## src/hw/rtl/chord_keyboard_decoder_assert.svh

```systemverilog
// Assertion macros for the chord keyboard decoder.
// Included by the modules that check their own logic; needs no package.
`ifndef CHORD_KEYBOARD_DECODER_ASSERT_SVH
`define CHORD_KEYBOARD_DECODER_ASSERT_SVH

// Generic form with an explicit clock and synchronous reset.
`define CKD_ASSERT_CLK(label, clk, rst, prop, msg) \
   label: assert property (@(posedge clk) disable iff (rst) prop) else $error(msg);

// Form for modules clocked by clock and reset by reset.
`define CKD_ASSERT(label, prop, msg) `CKD_ASSERT_CLK(label, clock, reset, prop, msg)

`endif

```

## src/hw/rtl/ckd_pkg.sv

```systemverilog
// Package for the chord keyboard decoder: payload widths, state layout,
// modifier and shift codes, and the fixed code tables. No dependencies.
package ckd_pkg;

   localparam int KeysWidth = 8;
   localparam int CodeWidth = 8;

   typedef logic [KeysWidth-1:0] keys_type;
   typedef logic [CodeWidth-1:0] code_type;

   // Modifier nibble codes (upper four bits of a chord).
   localparam logic [3:0] ModNone     = 4'h0;
   localparam logic [3:0] ModThumb    = 4'h1;
   localparam logic [3:0] ModCaps     = 4'h2;
   localparam logic [3:0] ModNum      = 4'h4;
   localparam logic [3:0] ModThumbCaps = 4'h3;
   localparam logic [3:0] ModThumbNum = 4'h5;
   localparam logic [3:0] ModNumCaps  = 4'h6;

   // Shift state codes.
   localparam logic [1:0] ShiftOff       = 2'd0;
   localparam logic [1:0] ShiftTransient = 2'd1;
   localparam logic [1:0] ShiftLocked    = 2'd2;

   typedef struct packed {
      logic       eshift_pending;
      logic [1:0] num_state;
      logic [1:0] caps_state;
      keys_type   chord_accum;
   } state_type;

   typedef code_type table_type [16];

   localparam table_type BasicTable = '{
      8'h00, 8'h75, 8'h73, 8'h67, 8'h6F, 8'h71, 8'h6E, 8'h62,
      8'h65, 8'h76, 8'h74, 8'h2C, 8'h61, 8'h0A, 8'h2E, 8'h6D};
   localparam table_type ThumbTable = '{
      8'h20, 8'h68, 8'h6B, 8'h6A, 8'h63, 8'h7A, 8'h79, 8'h78,
      8'h69, 8'h6C, 8'h72, 8'h77, 8'h64, 8'h27, 8'h66, 8'h70};
   localparam table_type NumberTable = '{
      8'h31, 8'h36, 8'h24, 8'h37, 8'h30, 8'h07, 8'h23, 8'h38,
      8'h32, 8'hA3, 8'h2B, 8'h39, 8'h33, 8'h2D, 8'h34, 8'h35};
   localparam table_type NumShiftTable = '{
      8'h00, 8'h5F, 8'h5B, 8'h3E, 8'h28, 8'h2F, 8'h2D, 8'h7B,
      8'h3D, 8'h21, 8'h09, 8'h2C, 8'h2B, 8'h0A, 8'h2E, 8'h2A};
   localparam table_type EShiftTable = '{
      8'h00, 8'h5E, 8'h5D, 8'h3C, 8'h29, 8'h5C, 8'h7E, 8'h7D,
      8'h15, 8'h7C, 8'h16, 8'h3B, 8'h40, 8'h0A, 8'h3A, 8'h17};
   localparam table_type EThumbTable = '{
      8'h0B, 8'h10, 8'h26, 8'h11, 8'h14, 8'h25, 8'h3F, 8'h12,
      8'h0C, 8'h80, 8'h2D, 8'h13, 8'h0D, 8'h22, 8'h0E, 8'h0F};
   localparam table_type CommandTable = '{
      8'h00, 8'h18, 8'h19, 8'h1A, 8'h07, 8'h1B, 8'h1C, 8'h1D,
      8'h1E, 8'h1F, 8'h09, 8'h01, 8'h1E, 8'h02, 8'h03, 8'h04};
   localparam table_type CounterTable = '{
      8'h00, 8'h00, 8'h00, 8'h18, 8'h00, 8'h02, 8'h04, 8'h82,
      8'h05, 8'h06, 8'h00, 8'h81, 8'h01, 8'h00, 8'h19, 8'h00};

   function automatic code_type upper_az(code_type c);
      code_type r;
      r = c;
      if (c >= 8'h61 && c <= 8'h7A) begin
         r = c - 8'h20;
      end
      return r;
   endfunction

   function automatic logic [1:0] step_lock(logic [1:0] s);
      logic [1:0] r;
      r = (s >= ShiftLocked) ? ShiftOff : s + 2'd1;
      return r;
   endfunction

endpackage

```

## src/hw/rtl/ckd_req_if.sv

```systemverilog
// Input channel of the chord keyboard decoder: one switch scan per beat.
// Depends on ckd_pkg.
interface ckd_req_if;
   logic              valid;
   logic              ready;
   ckd_pkg::keys_type pressed_keys;

   modport source (output valid, output pressed_keys, input ready);
   modport sink   (input valid, input pressed_keys, output ready);
endinterface

```

## src/hw/rtl/ckd_rsp_if.sv

```systemverilog
// Result channel of the chord keyboard decoder: one decoded code per beat.
// Depends on ckd_pkg.
interface ckd_rsp_if;
   logic              valid;
   logic              ready;
   ckd_pkg::code_type key_code;

   modport source (output valid, output key_code, input ready);
   modport sink   (input valid, input key_code, output ready);
endinterface

```

## src/hw/rtl/chord_keyboard_decoder.sv

```systemverilog
// Chord keyboard decoder top level.
// Depends on ckd_pkg, ckd_req_if, ckd_rsp_if and chord_keyboard_decoder_assert.svh.
//
// Usage: each req beat carries one scan of the eight switches (bits 0..3
// fingers, 4 thumb, 5 caps, 6 num, 7 repeat). Nonzero scans are ORed into a
// chord. The first all-released scan after a nonempty chord decodes it; a
// nonzero code leaves on rsp as one beat, others only update shift states.
// Path: the releasing beat is registered into the decode stage when accepted,
// decoded there, and its code is registered in the rsp output register.
// Throughput: one req beat per cycle while rsp does not stall, with a
// read-modify-write of the state memory per beat (read registered,
// last write forwarded to the next beat).
// Reset: reset is synchronous; while it is held the one-entry state memory
// is written to zero, so all shift states are off and the chord is empty
// afterwards.
// Stall: a result waits in the rsp output register. While it is held, the
// beat in the decode stage waits too and req.ready drops; a scan already
// accepted is never lost.
module chord_keyboard_decoder (
   input  logic      clock,
   input  logic      reset,
   ckd_req_if.sink   req,
   ckd_rsp_if.source rsp
);

   `include "chord_keyboard_decoder_assert.svh"

   ckd_pkg::state_type state_mem [1];
   ckd_pkg::state_type rd_state_ff;
   ckd_pkg::state_type fwd_state_ff;
   logic               fwd_valid_ff;

   logic               s1_valid_ff;
   ckd_pkg::keys_type  s1_keys_ff;
   logic               rsp_valid_ff;
   ckd_pkg::code_type  rsp_code_ff;

   ckd_pkg::state_type cur_state;
   ckd_pkg::state_type state_in;
   ckd_pkg::code_type  code;
   logic [3:0]         mods;
   logic [3:0]         fingers;
   logic               out_free;
   logic               s1_adv;
   logic               req_take;
   logic               produce;
   logic               thumb_sel;

   assign out_free  = !rsp_valid_ff || rsp.ready;
   assign s1_adv    = s1_valid_ff && out_free;
   assign req.ready = !s1_valid_ff || s1_adv;
   assign req_take  = req.valid && req.ready;

   assign cur_state = fwd_valid_ff ? fwd_state_ff : rd_state_ff;
   assign mods      = cur_state.chord_accum[7:4];
   assign fingers   = cur_state.chord_accum[3:0];
   assign thumb_sel = (mods == ckd_pkg::ModThumb);

   always_comb begin
      state_in = cur_state;
      code     = '0;
      if (s1_keys_ff != '0) begin
         state_in.chord_accum = cur_state.chord_accum | s1_keys_ff;
      end else if (cur_state.chord_accum != '0) begin
         state_in.chord_accum = '0;
         priority if (mods == ckd_pkg::ModNone || mods == ckd_pkg::ModThumb) begin
            priority if (cur_state.eshift_pending) begin
               code = thumb_sel ? ckd_pkg::EThumbTable[fingers]
                                : ckd_pkg::EShiftTable[fingers];
               state_in.eshift_pending = 1'b0;
            end else if (cur_state.num_state != ckd_pkg::ShiftOff) begin
               code = thumb_sel ? ckd_pkg::NumberTable[fingers]
                                : ckd_pkg::NumShiftTable[fingers];
               if (cur_state.num_state == ckd_pkg::ShiftTransient) begin
                  state_in.num_state = ckd_pkg::ShiftOff;
               end
            end else if (cur_state.caps_state != ckd_pkg::ShiftOff) begin
               code = ckd_pkg::upper_az(thumb_sel ? ckd_pkg::ThumbTable[fingers]
                                                  : ckd_pkg::BasicTable[fingers]);
               if (cur_state.caps_state == ckd_pkg::ShiftTransient) begin
                  state_in.caps_state = ckd_pkg::ShiftOff;
               end
            end else begin
               code = thumb_sel ? ckd_pkg::ThumbTable[fingers]
                                : ckd_pkg::BasicTable[fingers];
            end
         end else if (mods == ckd_pkg::ModNum) begin
            if (cur_state.eshift_pending) begin
               code = ckd_pkg::CounterTable[fingers];
               state_in.eshift_pending = 1'b0;
            end else begin
               code = ckd_pkg::NumberTable[fingers];
            end
         end else if (mods == ckd_pkg::ModCaps) begin
            if (fingers == '0) begin
               state_in.caps_state = ckd_pkg::step_lock(cur_state.caps_state);
            end else begin
               code = ckd_pkg::CommandTable[fingers];
            end
         end else if (mods == ckd_pkg::ModThumbNum && fingers == '0) begin
            state_in.num_state = ckd_pkg::step_lock(cur_state.num_state);
         end else if (mods == ckd_pkg::ModThumbCaps && fingers == '0) begin
            state_in.caps_state     = ckd_pkg::ShiftOff;
            state_in.num_state      = ckd_pkg::ShiftOff;
            state_in.eshift_pending = 1'b0;
         end else if (mods == ckd_pkg::ModNumCaps) begin
            if (fingers == '0) begin
               state_in.eshift_pending = 1'b1;
            end else begin
               code = ckd_pkg::CounterTable[fingers];
            end
         end else begin
            code = '0;
         end
      end
   end

   assign produce = s1_adv && (code != '0);

   // State memory: one entry, registered read, written back by the decode stage.
   always_ff @(posedge clock) begin
      rd_state_ff <= state_mem[0];
      if (reset) begin
         state_mem[0] <= '0;
      end else if (s1_adv) begin
         state_mem[0] <= state_in;
      end
   end

   // Forwarding of the last write, which the registered read has not seen yet.
   always_ff @(posedge clock) begin
      if (reset) begin
         fwd_valid_ff <= 1'b1;
         fwd_state_ff <= '0;
      end else begin
         fwd_valid_ff <= s1_adv;
         if (s1_adv) begin
            fwd_state_ff <= state_in;
         end
      end
   end

   always_ff @(posedge clock) begin
      if (reset) begin
         s1_valid_ff <= 1'b0;
      end else if (req.ready) begin
         s1_valid_ff <= req_take;
      end
   end

   always_ff @(posedge clock) begin
      if (req_take) begin
         s1_keys_ff <= req.pressed_keys;
      end
   end

   always_ff @(posedge clock) begin
      if (reset) begin
         rsp_valid_ff <= 1'b0;
      end else if (produce) begin
         rsp_valid_ff <= 1'b1;
      end else if (rsp.ready) begin
         rsp_valid_ff <= 1'b0;
      end
   end

   always_ff @(posedge clock) begin
      if (produce) begin
         rsp_code_ff <= code;
      end
   end

   assign rsp.valid    = rsp_valid_ff;
   assign rsp.key_code = rsp_code_ff;

   `CKD_ASSERT(a_rsp_nonzero, rsp_valid_ff |-> (rsp_code_ff != '0), "result code is zero")
   `CKD_ASSERT(a_caps_reachable, s1_valid_ff |-> cur_state.caps_state != 2'd3, "caps state three")
   `CKD_ASSERT(a_num_reachable, s1_valid_ff |-> cur_state.num_state != 2'd3, "num state three")
   `CKD_ASSERT(a_stage_hold, !req.ready |=> s1_valid_ff && $stable(s1_keys_ff), "beat lost")
   `CKD_ASSERT(a_accum_clear, s1_adv |-> (|state_in.chord_accum) == (|s1_keys_ff), "bad clear")

endmodule
```

## src/flat_wrapper.sv

```systemverilog
// flat-port wrapper written by rule: the top's interface ports become plain ports
module chord_keyboard_decoder_flat 
  (clock, reset, req_valid, req_pressed_keys, req_ready, rsp_valid, rsp_key_code, rsp_ready);
  ckd_req_if req_i ();
  ckd_rsp_if rsp_i ();
  input  logic clock;
  input  logic reset;
  input wire logic [$bits(req_i.valid)-1:0] req_valid;
  input wire logic [$bits(req_i.pressed_keys)-1:0] req_pressed_keys;
  output wire logic [$bits(req_i.ready)-1:0] req_ready;
  output wire logic [$bits(rsp_i.valid)-1:0] rsp_valid;
  output wire logic [$bits(rsp_i.key_code)-1:0] rsp_key_code;
  input wire logic [$bits(rsp_i.ready)-1:0] rsp_ready;
  assign req_i.valid = req_valid;
  assign req_i.pressed_keys = req_pressed_keys;
  assign req_ready = req_i.ready;
  assign rsp_valid = rsp_i.valid;
  assign rsp_key_code = rsp_i.key_code;
  assign rsp_i.ready = rsp_ready;
  chord_keyboard_decoder u_core (.clock(clock), .reset(reset), .req(req_i), .rsp(rsp_i));
endmodule
```

## config.mk

```make
export PLATFORM = sky130hd
export DESIGN_NAME = chord_keyboard_decoder_flat
export DESIGN_NICKNAME = d
export VERILOG_FILES = /design/src/hw/rtl/ckd_pkg.sv /design/src/hw/rtl/ckd_req_if.sv /design/src/hw/rtl/ckd_rsp_if.sv /design/src/hw/rtl/chord_keyboard_decoder.sv /design/src/flat_wrapper.sv
export VERILOG_INCLUDE_DIRS = /design/src /design/src/hw/rtl
export SDC_FILE = /design/constraint.sdc
export NUM_CORES = 1
export LEC_CHECK = 0
export BUFFER_PORTS_ARGS = -buffer_cell sky130_fd_sc_hd__buf_2
export CORE_MARGIN = 2
export CORE_UTILIZATION = 54
export CTS_BUF_LIST = sky130_fd_sc_hd__clkbuf_4 sky130_fd_sc_hd__clkbuf_8 sky130_fd_sc_hd__clkbuf_16
export DETAILED_ROUTE_END_ITERATION = 8
export PLACE_DENSITY_LB_ADDON = 0.12
export SLEW_MARGIN = 20
export SYNTH_ARGS = -nofsm -noshare
export SYNTH_HDL_FRONTEND = slang
export SYNTH_SLANG_ARGS = --single-unit
```

## constraint.sdc

```tcl
create_clock -name clock -period 5.5 [get_ports clock]
set_clock_uncertainty 0.05 [all_clocks]
set_input_delay 0 -clock clock [delete_from_list [all_inputs] [get_ports clock]]
set_output_delay 0 -clock clock [all_outputs]
set_load 0.005 [all_outputs]
```

### Yosys cells after proc, flatten, opt, wreduce, memory -nomap -nowiden

Memories as Yosys holds them, arrays and structs flattened. A register that Yosys moved wholly into a read port is not among the register bits.
Index checks and enable logic that the tools add are counted.
W data, S select, Z words.

* add/subtract/negate cells: 3
* magnitude comparators: 5
* equality and inequality tests: 8
* muxes and demuxes: 68
* bitwise gates (word level): 2
* reduce and logical (&&, ||, !) cells: 20

Operator list (number)
* $mux W8: 35
* $mux W13: 3
* $reduce_bool A8 Y1: 3
* $mux W2: 11
* $mux W1: 13
* $reduce_or A13 Y1: 1
* $eq A4 B3 Y1 const B: 3
* $mux W4: 3
* $mux W5: 2
* $eq A4 B2 Y1 const B: 2
* $ge A8 B7 Y1 const B: 1
* $le A8 B7 Y1 const B: 1
* $logic_not A4 Y1: 2
* $or A8 B8 Y8: 1
* $sub A8 B6 Y8 const B: 1
* $logic_and A1 B1 Y1: 6
* $reduce_bool A2 Y1: 3
* $ge A5 B5 Y1 const B: 1
* $not A4 Y5: 1
* $add A2 B1 Y2 const B: 2
* $eq A2 B1 Y1 const B: 2
* $eq A4 B1 Y1 const B: 1
* $ge A2 B2 Y1 const B: 2
* $logic_or A1 B1 Y1: 3
* 2 further kinds: 3

* register bits: 32
* bits in writable memories: 13
* memory bits (read-only): 1024
* input bits: 12
* output and inout port bits: 10
* word-level logic and storage cells: 124
* memories: 9

Memories
* (no name shown): words 16, bits a word 8, rd ports 1, clocked after memory_dff 0, wr ports 0, line chord_keyboard_decoder.sv:72 `code = thumb_sel ? ckd_pkg::NumberTable[fingers]`
* (no name shown): words 16, bits a word 8, rd ports 1, clocked after memory_dff 0, wr ports 0, line chord_keyboard_decoder.sv:73 `: ckd_pkg::NumShiftTable[fingers];`
* (no name shown): words 16, bits a word 8, rd ports 1, clocked after memory_dff 0, wr ports 0, line chord_keyboard_decoder.sv:78 `code = ckd_pkg::upper_az(thumb_sel ? ckd_pkg::ThumbTable[fingers]`
* (no name shown): words 16, bits a word 8, rd ports 1, clocked after memory_dff 0, wr ports 0, line chord_keyboard_decoder.sv:79 `: ckd_pkg::BasicTable[fingers]);`
* (no name shown): words 16, bits a word 8, rd ports 1, clocked after memory_dff 0, wr ports 0, line chord_keyboard_decoder.sv:69 `: ckd_pkg::EShiftTable[fingers];`
* (no name shown): words 16, bits a word 8, rd ports 1, clocked after memory_dff 0, wr ports 0, line chord_keyboard_decoder.sv:68 `code = thumb_sel ? ckd_pkg::EThumbTable[fingers]`
* +3 memories

### Longest topological paths before layout

* depth after elaboration: 18
* mapped depth: 15
* mapped depth without buffers: 12

### Worst setup path before layout

No wires, ideal clock.

* path kind: reg-to-reg
* from: reg u_core.fwd_valid_ff
* to: reg u_core.rsp_code_ff[0] (netlist: u_core.rsp.key_code[0]), enable pin
* setup time: 0.284 ns
* arrival: 3.543 ns
* required time: 5.166 ns
* slack: 1.623 ns
* cell stages (with the launch flop): 15
* path buffers: 2
* clock period less this slack: 3.877 ns
* path through: dfxtp_1 buf_12 mux2i_4 inv_4 ha_1 clkbuf_1 mux2i_1 a22oi_1 a221o_1 mux2i_1 nand2_1 nor4_2 o32ai_1 or4_4 o311a_1

* cells in the longest elaborated chain, start to end: 17
* elaborated cells between the ends (all ways): 64
* those cells by class: add/sub (1); order compare (2); eq/ne (6); mux (35); bitwise (1); reduce/logical (11); memory (8)

Ends and longest elaborated chain
* from (decl): line chord_keyboard_decoder.sv:31 `logic fwd_valid_ff;`
* from (signal assigned): line chord_keyboard_decoder.sv:136 `fwd_valid_ff <= s1_adv;`
* $mux W13 *: line chord_keyboard_decoder.sv:54 `assign cur_state = fwd_valid_ff ? fwd_state_ff : rd_state_ff;`
* $not A4 Y5 (implied by the code)
* $mem_v2 Z16 W8, on equally long branches
* $mux W8, on equally long branches (2 in a row): line chord_keyboard_decoder.sv:79, chord_keyboard_decoder.sv:78
* $mux W8: line chord_keyboard_decoder.sv:78
* $ge A8 B7 Y1 or $le A8 B7 Y1 (tied branches): line ckd_pkg.sv:62 `if (c >= 8'h61 && c <= 8'h7A) begin`
* $logic_and A1 B1 Y1: line ckd_pkg.sv:62
* $mux W8: line ckd_pkg.sv:62
* $mux W8: line chord_keyboard_decoder.sv:77 `end else if (cur_state.caps_state != ckd_pkg::ShiftOff) begin`
* $mux W8: line chord_keyboard_decoder.sv:71 `end else if (cur_state.num_state != ckd_pkg::ShiftOff) begin`
* $mux W8: line chord_keyboard_decoder.sv:67 `priority if (cur_state.eshift_pending) begin`
* $mux W8: line chord_keyboard_decoder.sv:66 `priority if (mods == ckd_pkg::ModNone || mods == ckd_pkg::ModThumb) begin`
* $mux W8 *: line chord_keyboard_decoder.sv:64 `end else if (cur_state.chord_accum != '0) begin`
* $mux W8 *: line chord_keyboard_decoder.sv:62 `if (s1_keys_ff != '0) begin`
* $reduce_bool A8 Y1 *: line chord_keyboard_decoder.sv:118 `assign produce = s1_adv && (code != '0);`
* $logic_and A1 B1 Y1 *: line chord_keyboard_decoder.sv:118
* via u_core.produce: line chord_keyboard_decoder.sv:46 `logic produce;`
* to (signal assigned): line chord_keyboard_decoder.sv:169 `rsp_code_ff <= code;`
* to (decl): line chord_keyboard_decoder.sv:36 `ckd_pkg::code_type rsp_code_ff;`

The timed path passes the listed nets; every way through them passes the cells marked *. The select of a mux whose other input is x is not followed.
A chain may end at the register's enable or synchronous reset.

### Final worst setup path

* from: reg u_core.fwd_valid_ff
* to: reg u_core.rsp_code_ff[7] (netlist: u_core.rsp.key_code[7]), enable pin

The elaborated chain is that of the path after synthesis.

==> run metrics <==
Final Worst Setup Slack=between 600 and 700 ps; Core ar.=around 8200 um2; RSZ-0062 raised after global routing=no; Setup violations, final=0; multi-input gate area in the final layout=2858 um2; layout cell share with drive strength beyond 1=0.1620; Initial Util=0.5593; Iteration-0 DRC Markers=584; Tcrit/Tclk final=0.8841; vias in the first global route=4060; CTS tree=built; Rel. slew slack=0.3174; Max Fclk=205.6 MHz; CP max stage delay=890 ps; maximum vdd drop=approximately 0.17 mV; depth of the CTS H-tree=3; clock sink count=58; switching share of power=0.3621; Ports=22; GRT Residual Overflow=0; total negative slack=0 ps; Final Total Pwr=0.001218 W; most frequent cells in the layout=53 x nor2_1, 40 x nand2_1, 29 x edfxtp_1, 28 x a21oi_1, 28 x dfxtp_1; final hold violations=0; nets=549; Worst Path Required=5500 ps; post-CTS sizing=0; fin crit period=slightly below 5000 ps; max-slew violations=0; max-cap violations=0; internal power=0.0007768 W; Hold Crit Class=input pin to flop; cell area power density=between 200 and 250 nW/um2; Mapped Area=~4600 um2; #FFs+latches synth=58; Synth Warn #=0; CP Class=flop to flop; Mapped Cells=about 500; Post-Route Utilization=0.5997; First-pass DRT Iterations=6; status=finished clean; sequential fraction of the synthesis area=0.3158; ys flop type=edfxtp_1; Comb power frac=0.309; Slowest cell on crit path=mux2i_1; hold path endpoint=u_core.rsp.valid; post-synth net total=between 500 and 600; Die Ht=a little under 100 um; met1 Track Usage GR=0.4212; r2r setup slk=between 600 and 700 ps; DRT Wirelength=13.90 mm; HP Start=rsp_ready; CTS Buf Count=9; Worst Setup End Kind=flop; Sequential Area=roughly 1500 um2; Syn Area/Cell=~9 um2; Die ar.=9264 um2; clk slew on worst S/H paths=around 70 ps; total net switching power=0.0004409 W; crit-path cells=mux2i_1, inv_2, nor2_1, nand2_1, o31ai_4, a21oi_1, nand4b_1, o32ai_1, or4_4, o311a_1; cell count after placement=610; largest net degree at the start of global routing=38; drc violations=0; final cell count without fillers=roughly 640; Leak=1.946 nW; Hold Path Stages=5; Setup Buffers After CTS=0; Tightest Pin Transition=995.4 ps; Top Usage Layer GRT=met2; # rows=33; fill count=between 700 and 800; GR Layer Usage met2=0.4757; CP arrival=between 4000 and 5000 ps; GPL Wtd Cong=about 1.0; post-synth cell types=between 80 and 90; post-DP HPWL=between 9 and 10 mm; FF-to-FF Start=u_core.fwd_valid_ff; die width=96.25 um; Vias/cell=around 6.8; clk buf depth=2; Vias=roughly 4300; ant diodes=0; remaining antenna violation count after routing=0; CP startpoint kind=flop; Max FO, Critical Path=27; commonest non-fill, non-tap cell in the layout=nor2_1; insertion delay to the later sink of the worst-skew pair=approximately 340 ps; Worst R2R End=u_core.rsp.key_code[7]; Worst Reg-to-Reg Cells=10; Post-synth EDFFs=29; first-pass GRT wire length=21.71 mm; routing usage on met3=0.07048; Syn-to-layout area delta=7.215%; Avg WL per Cell=about 22 um; clock root cell=clkbuf_8; Clock Power Share=0.277; Port Buffers=21; share of power burned in registers=0.414; initial antenna violation count=0; Total GRT Usage=0.3145; ys async rst share=0; Setup Slack @ Placement=between 700 and 800 ps
## cells in the mapped netlist (3+ instances only)
cell,count,area share
xnor2_1,3,0.0057
ha_1,11,0.030
nand2b_1,6,0.0082
nand2_1,40,0.033
o21bai_1,3,0.0049
o22ai_1,7,0.0095
or3_1,5,0.0068
nor2_1,53,0.043
nand3_1,10,0.011
buf_1,3,0.0025
buf_2,15,0.016
xor2_1,4,0.0076
o211ai_1,14,0.023
a211o_1,6,0.011
nor4_1,6,0.0082
a22oi_1,6,0.0098
nor3_1,13,0.014
mux2i_1,19,0.041
mux2_2,8,0.020
inv_2,3,0.0025
a21o_1,21,0.034
and2_1,3,0.0041
o21a_1,9,0.015
and3b_1,3,0.0057
inv_1,12,0.0098
o21ai_0,21,0.023
nor2b_1,8,0.011
o31ai_1,4,0.0065
nor3b_1,4,0.0065
a31oi_1,8,0.011
clkbuf_1,11,0.0090
a221oi_1,4,0.0076
o221ai_1,4,0.0076
o32ai_1,3,0.0057
dfxtp_1,29,0.13
buf_8,3,0.0098
edfxtp_1,29,0.19
a21oi_1,28,0.030
a211oi_1,7,0.011
a311oi_1,3,0.0057
mux2i_4,3,0.015
## sequential cells by signal (all words and copies together), names as in the netlist
register,flops
u_core.rsp.valid,1
u_core.fwd_state_ff,13
u_core.state_mem,13
u_core.fwd_valid_ff,1
u_core.s1_keys_ff,8
u_core.s1_valid_ff,1
u_core.rd_state_ff,13
u_core.rsp.key_code,8
## how the worst max path moves through the flow
stage                              from                     end  cells after the start
floorplan           u_core.fwd_valid_ff  u_core.rsp.key_code[0]                     14
global placement    u_core.fwd_valid_ff  u_core.rsp.key_code[2]                     12
detailed placement  u_core.fwd_valid_ff  u_core.rsp.key_code[2]                     10
CTS                 u_core.fwd_valid_ff  u_core.rsp.key_code[7]                     10
global route        u_core.fwd_valid_ff  u_core.rsp.key_code[4]                     10
finish              u_core.fwd_valid_ff  u_core.rsp.key_code[7]                     10
## area by class of cell
type,instances,area share
Inverter,16,0.01270
Tap cell,105,0.02666
Multi-Input combinational cell,403,0.5800
Timing Repair Buffer,38,0.05231
Clock buffer,10,0.02666
Clock inverter,6,0.006856
Sequential cell,58,0.2948
## worst max-delay path, delay by kind of cell (launching register included)
kind / cells / cell delay, ps
DFF: 1 / 670
and+or+nand+nor: 4 / 1350
muxes: 1 / 890
buffers and inverters: 1 / 440
AOI/OAI and AO/OA: 4 / 1160
## cell families (layout without fill, tap and decap cells)
group           count (synthesis)  after routing  share of synthesized area
buf+inv                        51             70                    0.06235
compound gates                181            181                     0.2962
simple gates                  171            171                     0.1939
flops                          58             58                     0.3158
mux                            33             33                    0.08848
fa+ha+maj                      11             11                    0.02995
xor+xnor                        7              7                    0.01334
## metal layers
metal	vias to the layer above	part of all wire
met4	0	0.045
met2	260	0.45
met1	1996	0.41
met5	-	0
li1	1987	-
met3	65	0.090
## power groups by stage
stage / clock (W) / sequential, W / combinational [W]
after floorplan: 0 / 0.000497 / 0.000290
after global placement: 0 / 0.000511 / 0.000355
after detailed placement: 0 / 0.000513 / 0.000356
after CTS: 0.000344 / 0.000503 / 0.000363
after global routing: 0.000364 / 0.000506 / 0.000403
final: 0.000338 / 0.000504 / 0.000376
## metrics by stage
stage | instance area, um2 | hold WS, ps
3_5_place_dp | 4662 | 128.1
3_3_place_gp | 4662 | 127.0
6_report | 4927 | 33.07
5_1_grt | 4927 | 47.61
4_1_cts | 4927 | 16.46
2_1_floorplan | 4596 | 22.38
## repair_timing
item                       4_1_cts  5_1_grt
setup endpoints to repair        0        0
hold endpoints to repair        10        0
hold buffers                    10        0
Note: power is estimated with default switching activity, not from simulation.
